`config.mk`:
```
export PLATFORM = sky130hd
export DESIGN_NAME = id_string_to_integer_decoder
export DESIGN_NICKNAME = d
export VERILOG_FILES = /design/src/hdl/idsd_pkg.sv /design/src/hdl/idsd_front.sv /design/src/hdl/idsd_fifo.sv /design/src/hdl/idsd_back.sv /design/src/hdl/id_string_to_integer_decoder.sv
export SDC_FILE = /design/constraint.sdc
export NUM_CORES = 2
export LEC_CHECK = 0
export ABC_AREA = 1
export BUFFER_PORTS_ARGS = -buffer_cell sky130_fd_sc_hd__buf_2
export CAP_MARGIN = 5
export CELL_PAD_IN_SITES_DETAIL_PLACEMENT = 0
export CELL_PAD_IN_SITES_GLOBAL_PLACEMENT = 1
export CORE_ASPECT_RATIO = 1.25
export CORE_MARGIN = 3
export CORE_UTILIZATION = 47
export CTS_CLUSTER_DIAMETER = 80
export DETAILED_ROUTE_END_ITERATION = 10
export PLACE_DENSITY_LB_ADDON = 0.1
export SLEW_MARGIN = 40
export SYNTH_ARGS = -nofsm -noshare
export SYNTH_HDL_FRONTEND = slang
export SYNTH_HIERARCHICAL = 1
export SYNTH_SLANG_ARGS = --single-unit
```
`constraint.sdc`:
```
create_clock -name clk -period 7.79 [get_ports clk]
set_clock_uncertainty 0.1 [all_clocks]
set_input_delay 1.558 -clock clk [delete_from_list [all_inputs] [get_ports clk]]
set_output_delay 1.558 -clock clk [all_outputs]
set_load 0.005 [all_outputs]
```
`src/hdl/idsd_pkg.sv`:
```
package idsd_pkg;

	localparam int unsigned LETTER_COUNT = 19;
	localparam int unsigned RADIX_DIGITS = 9;

	localparam logic [7:0] CHAR_SEP = 8'h2D;     // '-'
	localparam logic [7:0] CHAR_DIGIT_LO = 8'h31; // '1'
	localparam logic [7:0] CHAR_DIGIT_HI = 8'h39; // '9'

	localparam logic [4:0] NO_LETTER = 5'd31;

	// listed letters, the index is the letter part of a base-171 digit
	localparam logic [7:0] LETTER_SET [LETTER_COUNT] = '{
		8'h41, 8'h42, 8'h43, 8'h45, 8'h48, 8'h49, 8'h4B, 8'h4C, 8'h4E, 8'h4F,
		8'h50, 8'h52, 8'h53, 8'h54, 8'h55, 8'h57, 8'h58, 8'h59, 8'h5A
	};

	typedef enum logic [1:0] {
		KIND_SEP,
		KIND_LETTER,
		KIND_DIGIT,
		KIND_OTHER
	} kind_t;

	typedef enum logic [1:0] {
		PH_IDLE,
		PH_DIGIT,
		PH_TAIL
	} phase_t;

	typedef enum logic [1:0] {
		ST_OK,
		ST_MALFORMED,
		ST_OVERFLOW
	} status_t;

	// one classified character
	typedef struct packed {
		kind_t      kind;
		logic [4:0] letter;
		logic [3:0] digit;
		logic       last;
	} item_t;

	function automatic logic [4:0] find_letter(input logic [7:0] c);
		logic [4:0] idx;
		idx = NO_LETTER;
		for (int i = LETTER_COUNT - 1; i >= 0; i--) begin
			if (LETTER_SET[i] == c) begin
				idx = 5'(i);
			end
		end
		return idx;
	endfunction

endpackage

```
`src/hdl/idsd_front.sv`:
```
module idsd_front (
	input  logic [7:0]     char_in,
	input  logic           last_char,
	output idsd_pkg::item_t item
);

	logic [4:0] letter_idx;
	logic       is_digit;

	assign letter_idx = idsd_pkg::find_letter(char_in);
	assign is_digit   = (char_in >= idsd_pkg::CHAR_DIGIT_LO) &&
	                    (char_in <= idsd_pkg::CHAR_DIGIT_HI);

	always_comb begin
		item.last   = last_char;
		item.letter = letter_idx;
		item.digit  = 4'(char_in - idsd_pkg::CHAR_DIGIT_LO);
		priority if (char_in == idsd_pkg::CHAR_SEP) begin
			item.kind = idsd_pkg::KIND_SEP;
		end else if (letter_idx != idsd_pkg::NO_LETTER) begin
			item.kind = idsd_pkg::KIND_LETTER;
		end else if (is_digit) begin
			item.kind = idsd_pkg::KIND_DIGIT;
		end else begin
			item.kind = idsd_pkg::KIND_OTHER;
		end
	end

endmodule

```
`src/hdl/idsd_fifo.sv`:
```
module idsd_fifo #(
	parameter int unsigned DEPTH = 4
) (
	input  logic            clk,
	input  logic            arst_n,
	input  logic            wr_valid,
	output logic            wr_ready,
	input  idsd_pkg::item_t wr_item,
	output logic            rd_valid,
	input  logic            rd_en,
	output idsd_pkg::item_t rd_item
);

	localparam int unsigned AW = (DEPTH > 1) ? $clog2(DEPTH) : 1;
	localparam int unsigned CW = $clog2(DEPTH + 1);

	idsd_pkg::item_t mem_q [DEPTH];
	logic [AW-1:0]   wr_ptr_q;
	logic [AW-1:0]   rd_ptr_q;
	logic [CW-1:0]   count_q;
	logic            push;
	logic            pop;

	assign wr_ready = (count_q != CW'(DEPTH));
	assign rd_valid = (count_q != '0);
	assign push     = wr_valid && wr_ready;
	assign pop      = rd_en && rd_valid;
	assign rd_item  = mem_q[rd_ptr_q];

	always_ff @(posedge clk) begin
		if (push) begin
			mem_q[wr_ptr_q] <= wr_item;
		end
	end

	always_ff @(posedge clk or negedge arst_n) begin
		if (!arst_n) begin
			wr_ptr_q <= '0;
			rd_ptr_q <= '0;
			count_q  <= '0;
		end else begin
			if (push) begin
				wr_ptr_q <= (wr_ptr_q == AW'(DEPTH - 1)) ? '0 : wr_ptr_q + 1'b1;
			end
			if (pop) begin
				rd_ptr_q <= (rd_ptr_q == AW'(DEPTH - 1)) ? '0 : rd_ptr_q + 1'b1;
			end
			unique case ({push, pop})
				2'b10:   count_q <= count_q + 1'b1;
				2'b01:   count_q <= count_q - 1'b1;
				default: count_q <= count_q;
			endcase
		end
	end

endmodule

```
`src/hdl/idsd_back.sv`:
```
module idsd_back #(
	parameter int unsigned MAX_POSITIONS = 16
) (
	input  logic            clk,
	input  logic            arst_n,
	input  logic            in_valid,
	output logic            in_pop,
	input  idsd_pkg::item_t in_item,
	output logic            out_valid,
	input  logic            out_ready,
	output logic [127:0]    out_value,
	output logic [4:0]      out_positions,
	output logic [1:0]      out_status
);

	idsd_pkg::phase_t  phase_q, phase_n;
	idsd_pkg::status_t err_q, err_n, fin_err;
	logic [127:0]      acc_q, acc_n, acc_mul;
	logic [4:0]        li_q, li_n;
	logic [4:0]        cnt_q, cnt_n;
	logic [7:0]        digit_val;

	logic              out_valid_q;
	logic [127:0]      value_q;
	logic [4:0]        positions_q;
	idsd_pkg::status_t status_q;

	// a last character needs a free result slot, others never wait
	assign in_pop = in_valid && (!in_item.last || !out_valid_q || out_ready);

	// letter * 9 + digit, then acc * 171 + that as shifts and adds
	assign digit_val = {li_q, 3'b000} + {3'b000, li_q} + {4'b0000, in_item.digit};
	assign acc_mul   = (acc_q << 7) + (acc_q << 5) + (acc_q << 3) + (acc_q << 1)
	                 + acc_q + {120'd0, digit_val};

	always_comb begin
		phase_n = phase_q;
		err_n   = err_q;
		acc_n   = acc_q;
		li_n    = li_q;
		cnt_n   = cnt_q;
		if (err_q == idsd_pkg::ST_OK) begin
			unique case (phase_q)
				idsd_pkg::PH_IDLE: begin
					if (in_item.kind == idsd_pkg::KIND_LETTER) begin
						li_n    = in_item.letter;
						phase_n = idsd_pkg::PH_DIGIT;
					end else if (in_item.kind != idsd_pkg::KIND_SEP) begin
						err_n = idsd_pkg::ST_MALFORMED;
					end
				end
				idsd_pkg::PH_DIGIT: begin
					if (in_item.kind != idsd_pkg::KIND_DIGIT) begin
						err_n = idsd_pkg::ST_MALFORMED;
					end else if (cnt_q >= 5'(MAX_POSITIONS)) begin
						err_n = idsd_pkg::ST_OVERFLOW;
					end else begin
						acc_n   = acc_mul;
						cnt_n   = cnt_q + 1'b1;
						phase_n = idsd_pkg::PH_TAIL;
					end
				end
				idsd_pkg::PH_TAIL: begin
					if (in_item.kind == idsd_pkg::KIND_SEP) begin
						phase_n = idsd_pkg::PH_IDLE;
					end
				end
				default: begin
					phase_n = idsd_pkg::PH_IDLE;
				end
			endcase
		end
		// string ending right after a letter
		if (err_n == idsd_pkg::ST_OK && phase_n == idsd_pkg::PH_DIGIT) begin
			fin_err = idsd_pkg::ST_MALFORMED;
		end else begin
			fin_err = err_n;
		end
	end

	always_ff @(posedge clk or negedge arst_n) begin
		if (!arst_n) begin
			phase_q <= idsd_pkg::PH_IDLE;
			err_q   <= idsd_pkg::ST_OK;
			acc_q   <= '0;
			li_q    <= '0;
			cnt_q   <= '0;
		end else if (in_pop) begin
			if (in_item.last) begin
				phase_q <= idsd_pkg::PH_IDLE;
				err_q   <= idsd_pkg::ST_OK;
				acc_q   <= '0;
				li_q    <= '0;
				cnt_q   <= '0;
			end else begin
				phase_q <= phase_n;
				err_q   <= err_n;
				acc_q   <= acc_n;
				li_q    <= li_n;
				cnt_q   <= cnt_n;
			end
		end
	end

	always_ff @(posedge clk or negedge arst_n) begin
		if (!arst_n) begin
			out_valid_q <= 1'b0;
		end else if (in_pop && in_item.last) begin
			out_valid_q <= 1'b1;
		end else if (out_ready) begin
			out_valid_q <= 1'b0;
		end
	end

	always_ff @(posedge clk) begin
		if (in_pop && in_item.last) begin
			value_q     <= (fin_err == idsd_pkg::ST_OK) ? acc_n : '0;
			positions_q <= cnt_n;
			status_q    <= fin_err;
		end
	end

	assign out_valid     = out_valid_q;
	assign out_value     = value_q;
	assign out_positions = positions_q;
	assign out_status    = status_q;

	a_cnt_bound: assert property (@(posedge clk) disable iff (!arst_n)
		cnt_q <= 5'(MAX_POSITIONS))
		else $error("position count beyond limit");

	a_err_zero: assert property (@(posedge clk) disable iff (!arst_n)
		out_valid_q && status_q != idsd_pkg::ST_OK |-> value_q == '0)
		else $error("error result with nonzero value");

	a_restart: assert property (@(posedge clk) disable iff (!arst_n)
		in_pop && in_item.last |=> phase_q == idsd_pkg::PH_IDLE && cnt_q == '0
			&& err_q == idsd_pkg::ST_OK && acc_q == '0)
		else $error("state not cleared after end of string");

	a_err_sticky: assert property (@(posedge clk) disable iff (!arst_n)
		err_q != idsd_pkg::ST_OK && !(in_pop && in_item.last) |=> $stable(err_q))
		else $error("error code changed inside a string");

endmodule

```
`src/hdl/id_string_to_integer_decoder.sv`:
```
// channel  dir  handshake                 payload
// s_axis   in   s_tvalid / s_tready       s_tdata char_in, s_tlast last_char
// m_axis   out  m_tvalid / m_tready       m_tdata value_high, value_low, positions;
//                                         m_tuser status
//
// one character per cycle while the queue has room; a character is written into the queue before it reaches the decode
// stage, and the result is registered when the decode stage takes the last character
// s_tready drops only while the character queue is full
// the decode stage waits only on a last character while a result is untaken
// arst_n clears the queue, the decode state and the result valid flag
module id_string_to_integer_decoder #(
	parameter int unsigned MAX_POSITIONS = 16,
	parameter int unsigned QUEUE_DEPTH   = 4
) (
	input  logic         clk,
	input  logic         arst_n,
	input  logic         s_tvalid,
	output logic         s_tready,
	input  logic [7:0]   s_tdata,  // [7:0] char_in
	input  logic         s_tlast,  // last_char
	output logic         m_tvalid,
	input  logic         m_tready,
	output logic [135:0] m_tdata,  // [63:0] value_high, [127:64] value_low,
	                               // [132:128] positions, rest zero
	output logic [1:0]   m_tuser   // [1:0] status
);

	idsd_pkg::item_t front_item;   // classified character from the front
	idsd_pkg::item_t queue_item;   // head of the queue
	logic            queue_valid;
	logic            back_pop;
	logic [127:0]    value;
	logic [4:0]      positions;

	// front: per-character lookup of separator, listed letter or digit
	idsd_front u_front (
		.char_in   (s_tdata),
		.last_char (s_tlast),
		.item      (front_item)
	);

	// short queue so a stalled result does not block the input side at once
	idsd_fifo #(
		.DEPTH (QUEUE_DEPTH)
	) u_fifo (
		.clk      (clk),
		.arst_n   (arst_n),
		.wr_valid (s_tvalid),
		.wr_ready (s_tready),
		.wr_item  (front_item),
		.rd_valid (queue_valid),
		.rd_en    (back_pop),
		.rd_item  (queue_item)
	);

	// back: token state machine and base-171 accumulation
	idsd_back #(
		.MAX_POSITIONS (MAX_POSITIONS)
	) u_back (
		.clk           (clk),
		.arst_n        (arst_n),
		.in_valid      (queue_valid),
		.in_pop        (back_pop),
		.in_item       (queue_item),
		.out_valid     (m_tvalid),
		.out_ready     (m_tready),
		.out_value     (value),
		.out_positions (positions),
		.out_status    (m_tuser)
	);

	// high half first in the low bits
	assign m_tdata = {3'b000, positions, value[63:0], value[127:64]};

endmodule

```
### After elaboration in Yosys (flattened, before gate mapping)

Memories as Yosys holds them, arrays and structs flattened.
Index checks and enable logic that the tools add are counted.

* register bits after elaboration: 285
* RAM bits: 48
* word-level logic and storage cells: 141
* memories: 1

Memory list
* u_fifo.mem_q: depth 4, width 12, rd ports 1, clocked after Yosys merged registers in 0, wr ports 1, RTL line idsd_fifo.sv:17 `idsd_pkg::item_t mem_q [DEPTH];`

* add/sub/neg operators: 13
* magnitude comparators: 3
* equality and inequality tests: 31
* mux-type cells: 58
* reductions and logical operators: 23

Operator list (number)
* 2-to-1 mux 128 bit: 5
* adder 128 bit: 4
* == test 7 x 8 -> 1 bit (first input constant): 19
* adder 128 x 8 -> 128 bit: 1
* 2-to-1 mux 5 bit: 25
* 2-to-1 mux 2 bit: 17
* 2-to-1 mux 4 bit: 3
* nonzero test 2 bit: 6
* logical NOT 2 bit: 5
* adder 8 x 4 -> 8 bit: 1
* adder 8 x 5 -> 8 bit: 1
* == test 2 x 1 -> 1 bit (second input constant): 4
* == test 2 bit (second input constant): 4
* == test 8 x 6 -> 1 bit (second input constant): 1
* >= comparator 8 x 6 -> 1 bit (second input constant): 1
* <= comparator 8 x 6 -> 1 bit (second input constant): 1
* logical AND 1 bit: 6
* case mux 2 bit (3 select lines): 1
* case mux 3 bit (2 select lines): 1
* adder 5 x 1 -> 5 bit (second input constant): 1
* >= comparator 5 bit (second input constant): 1
* 2-to-1 mux 1 bit: 5
* != test 5 bit (second input constant): 1
* adder 2 x 1 -> 2 bit (second input constant): 2
* other kinds (10): 12

### Depth between registers and ports, before layout

* word-level depth: 23
* gate-level depth with buffers: 37

### Cells and area by module

The synthesis kept the hierarchy.

Modules (own cells, without submodules)
* idsd_back: times used 1, cells each 5410, area an instance 37150.6 µm², sequential area each 7632.3 µm²
* idsd_fifo: times used 1, cells each 199, area an instance 2401.1 µm², sequential area each 1616.6 µm²
* idsd_front: times used 1, cells each 102, area an instance 571.8 µm², sequential area each 0.0 µm²
* id_string_to_integer_decoder: times used 1, cells each 4, area an instance 26.3 µm², sequential area each 0.0 µm²

### Worst setup path after synthesis

OpenSTA, ideal clock, no wires.

* path type: flip-flop to flip-flop
* start: register u_fifo.rd_ptr_q[0]
* end: register u_back.value_q[126] (netlist: u_back/out_value[126]) (data pin)
* setup time: 0.257 ns
* data arrival time: 5.302 ns
* data required time: 7.433 ns
* slack: 2.131 ns
* stages on the path, launching flop included: 35
* path buffers: 2
* path through: dfrtp_1 buf_6 buf_6 o211ai_1 nand2_1 ha_1 ha_1 inv_1 fa_1 o21ai_0 a21oi_1 nor2_1 xor2_1 fa_1 fa_1 fa_1 inv_1 ha_1 nand2_1 nor2_1 nand2_1 nand2_2 nand2_1 nand2_1 nand2_1 nand2_1 nand2_1 nand2_1 nand2_1 nand2_1 nand2_1 nand2_1 nand2_1 nand2_1 nor2_1

RTL lines
* start: declaration: RTL line idsd_fifo.sv:19 `logic [AW-1:0] rd_ptr_q;`
* start signal: assignment: RTL line idsd_fifo.sv:46 `rd_ptr_q <= (rd_ptr_q == AW'(DEPTH - 1)) ? '0 : rd_ptr_q + 1'b1;`
* end signal: assignment: RTL line idsd_back.sv:117 `value_q <= (fin_err == idsd_pkg::ST_OK) ? acc_n : '0;`
* end: declaration: RTL line idsd_back.sv:24 `logic [127:0] value_q;`

==> summary.md <==
| Metric | Value |
|---|---|
| Post-Syn Area | `~0.04 mm2` |
| Port bufs | `about 150` |
| Avg WL per Cell | `between 20 and 25 um` |
| DPL Wire Length | `approximately 120000 um` |
| Tightest Pin Transition | `roughly 0.89 ns` |
| Final core occ | `roughly half` |
| Hold_buf cts | `0` |
| Drt first pass iters | `9` |
| Rel. slew slack | `roughly two fifths` |
| Slowest Stage Delay on Critical Path | `approximately 0.69 ns` |
| Antenna viol nets, final | `0` |
| Pins Over Slew Limit | `0` |
| Critical hold path startpoint | `u_fifo/count_q[0]$_DFFE_PN0P_` |
| Post-Route Setup TNS | `0 ns` |
| Commonest non-fill, non-tap cells in the layout | `nand2_1 (1887), inv_1 (1474), nor2_1 (415), fa_1 (374), ha_1 (274)` |
| Final WL | `roughly 140000 um` |
| Post-synth EDFFs | `roughly 180` |
| Via density | `between 4 and 5` |
| Synth cell types | `47` |
| Slowest-stage cell, CP | `dfrtp_1` |
| TritonCTS clock tree | `done` |
| FMAX | `approximately 0.14 GHz` |
| Synthesized instance count | `between 5000 and 6000` |
| DIE WIDTH | `approximately 270 um` |
| Synth Warn # | `6` |
| Initial antenna violation count | `0` |
| ANT cells | `0` |
| Die Y | `333 um` |
| Die area | `0.0890 mm2` |
| Reg2reg start | `u_fifo/rd_ptr_q[0]$_DFFE_PN0P_` |
| Nets | `6504` |
| CP required | `8.04 ns` |
| Final Hold Fails | `0` |
| Global Route Usage Sum | `32.0%` |
| Drt initial violations | `2027` |
| CTS sink cnt | `roughly 330` |
| Synthesized flop and latch total | `between 300 and 400` |
| Max Buffers Root-to-Sink | `3` |
| Initial core utilization | `between 40% and 50%` |
| Pwr/cell area | `around 400 mW/mm2` |
| Global-route wire length before repair | `211000 um` |
| Final-report setup violation count | `0` |
| Register area share after synthesis | `23.0%` |
| CP Launch Type | `register` |
| Worst-Skew Late Latency | `0.62 ns` |
| Vias in the first global route | `roughly 35000` |
| Setup bufs post-CTS | `0` |
| Crit Path Class | `reg2reg` |
| Total number of vias | `around 34000` |
| Clock-pin slew on the worst setup and hold paths | `around 0.06 ns` |
| # IOs | `153` |
| Maximum fanout along the worst path | `20` |
| Final min period | `6.99 ns` |
| CP arrival | `a little over 7 ns` |
| RSZ-0062 raised after global routing | `no` |
| Max Cap Violations | `0` |
| Critical path endpoint category | `register` |
| H-tree levels | `2` |
| Clock Tree Root | `clkbuf_16` |
| Overflow after GRT | `0` |
| Class of the worst hold path | `reg2reg` |
| FFs w/ async S/R, synth | `between 40% and 50%` |
| Area growth, synth to finish | `8.01%` |
| Most common cell after layout, fill and taps aside | `nand2_1` |
| CORE AREA | `around 0.084 mm2` |
| Max IR drop VDD | `a little over 500 uV` |
| Final WS setup | `approximately 0.8 ns` |
| Std cell rows | `between 100 and 150` |
| Setup WS pre-CTS | `just under 0.9 ns` |
| Status | `finished, final reports clean` |
| Share of layout cells above drive strength 1 | `under 10%` |
| Largest net degree at the start of global routing | `154` |
| PostCTS Resize Cnt | `0` |
| WHS | `approximately 0.40 ns` |
| Leak pwr | `roughly 24 nW` |
| Total CTS buffers | `40` |
| Ys flop type | `edfxtp_1` |
| Critical Path Source | `u_fifo/rd_ptr_q[0]$_DFFE_PN0P_` |
| Fin crit share | `about nine tenths` |
| Critical Path Most Common Cell | `nand2_1` |
| GPL Wtd Cong | `1.03` |
| Avg Cell Area, Syn | `approximately 7 um2` |
| DRC viols | `0` |
[per-layer routing]
layer	up-vias	share of wire, %	GRT usage [%]
li1	17100	-	-
met4	0	6.4	16.7
met5	-	0	0
met3	263	3.3	2.53
met2	752	52	59.8
met1	16200	38	36.1
[per-stage QoR]
step | area (um2) | std cells | total power, W
2_1_floorplan | 40200 | 5717 | 0.0111
3_3_place_gp | 41900 | 6889 | 0.0153
3_5_place_dp | 42000 | 6890 | 0.0153
4_1_cts | 43400 | 6964 | 0.0175
5_1_grt | 43400 | 6964 | 0.0189
6_report | 43400 | 6964 | 0.0172
[cell usage after synthesis, types with 16 or more instances]
library cell / instances / area, um2
nand2_2: 16 / 100
nor2_1: 420 / 1580
nand3b_1: 31 / 233
nand4_1: 22 / 138
nor3_1: 19 / 95.1
ha_1: 274 / 3430
nand2_1: 1887 / 7080
o21ai_1: 47 / 235
buf_2: 26 / 130
xnor2_1: 55 / 482
fa_1: 374 / 7490
o211ai_1: 42 / 315
clkbuf_1: 31 / 116
xor2_1: 19 / 166
nor2_2: 48 / 300
o21ai_0: 102 / 510
inv_2: 52 / 195
nand3_1: 160 / 801
a21oi_1: 109 / 546
edfxtp_1: 183 / 5500
dfrtp_1: 150 / 3750
inv_1: 1476 / 5540
or2_2: 61 / 382
nand3_2: 16 / 160
buf_6: 17 / 191
[worst paths after layout]
check                      slack, ns                             endpoint  depth (start not counted)
max                             0.80  u_back/out_value[126]$_SDFFCE_PP0P_                         33
min                             0.40        u_fifo/count_q[0]$_DFFE_PN0P_                          1
max reg2reg                     0.80  u_back/out_value[126]$_SDFFCE_PP0P_                         33
min reg2reg                     0.40        u_fifo/count_q[0]$_DFFE_PN0P_                          1
max in group asynchronous       5.65        u_back/acc_q[105]$_DFFE_PN0P_                          2
min in group asynchronous       0.79         u_back/out_valid$_DFFE_PN0P_                          1
[critical path, delay by kind of cell, from the launching register on]
kind / cells / cell delay (ns)
DFF: 1 / 0.69
xor gates and xnor gates: 1 / 0.21
and+or+nand+nor: 20 / 2.32
AOI/OAI and AO/OA: 3 / 0.57
adders and majority gates: 6 / 2.67
buffers and inverters: 3 / 0.13
[area by class of cell]
| cell class | instances | area (um2) |
|---|---|---|
| clock buffers | 46 | 1030 |
| flip-flops and latches | 333 | 9250 |
| clock inverters | 28 | 369 |
| multi-input cells | 3772 | 24700 |
| inverters | 1528 | 5740 |
| well taps | 1089 | 1360 |
| repair buffers | 168 | 927 |
| fillers | 8829 | 41100 |
[sequential cells by signal, indices dropped and copies added (netlist names)]
signal	flops
u_fifo/mem_q	48
u_fifo/wr_ptr_q	2
u_fifo/rd_ptr_q	2
u_back/err_q	2
u_back/cnt_q	5
u_back/acc_q	128
u_back/out_value	128
u_back/li_q	5
u_back/phase_q	2
u_back/out_positions	5
u_back/out_valid	1
u_back/out_status	2
u_fifo/count_q	3
[report_power, final]
part           leakage (nW)  internal, W  switching (W)
logic                  19.7      0.00397        0.00756
registers              3.82      0.00271       0.000928
clock network         0.661      0.00115       0.000883
[cells by family after synthesis]
| logic type | Yosys count | synth area share [%] |
|---|---|---|
| other cells | 1 | 0.00934 |
| buf+inv | 1612 | 15.6 |
| fa+ha+maj | 648 | 27.2 |
| flops | 333 | 23.0 |
| compound gates | 336 | 4.71 |
| xor+xnor | 74 | 1.61 |
| simple gates | 2711 | 27.9 |
(Power assumes the default switching activity.)
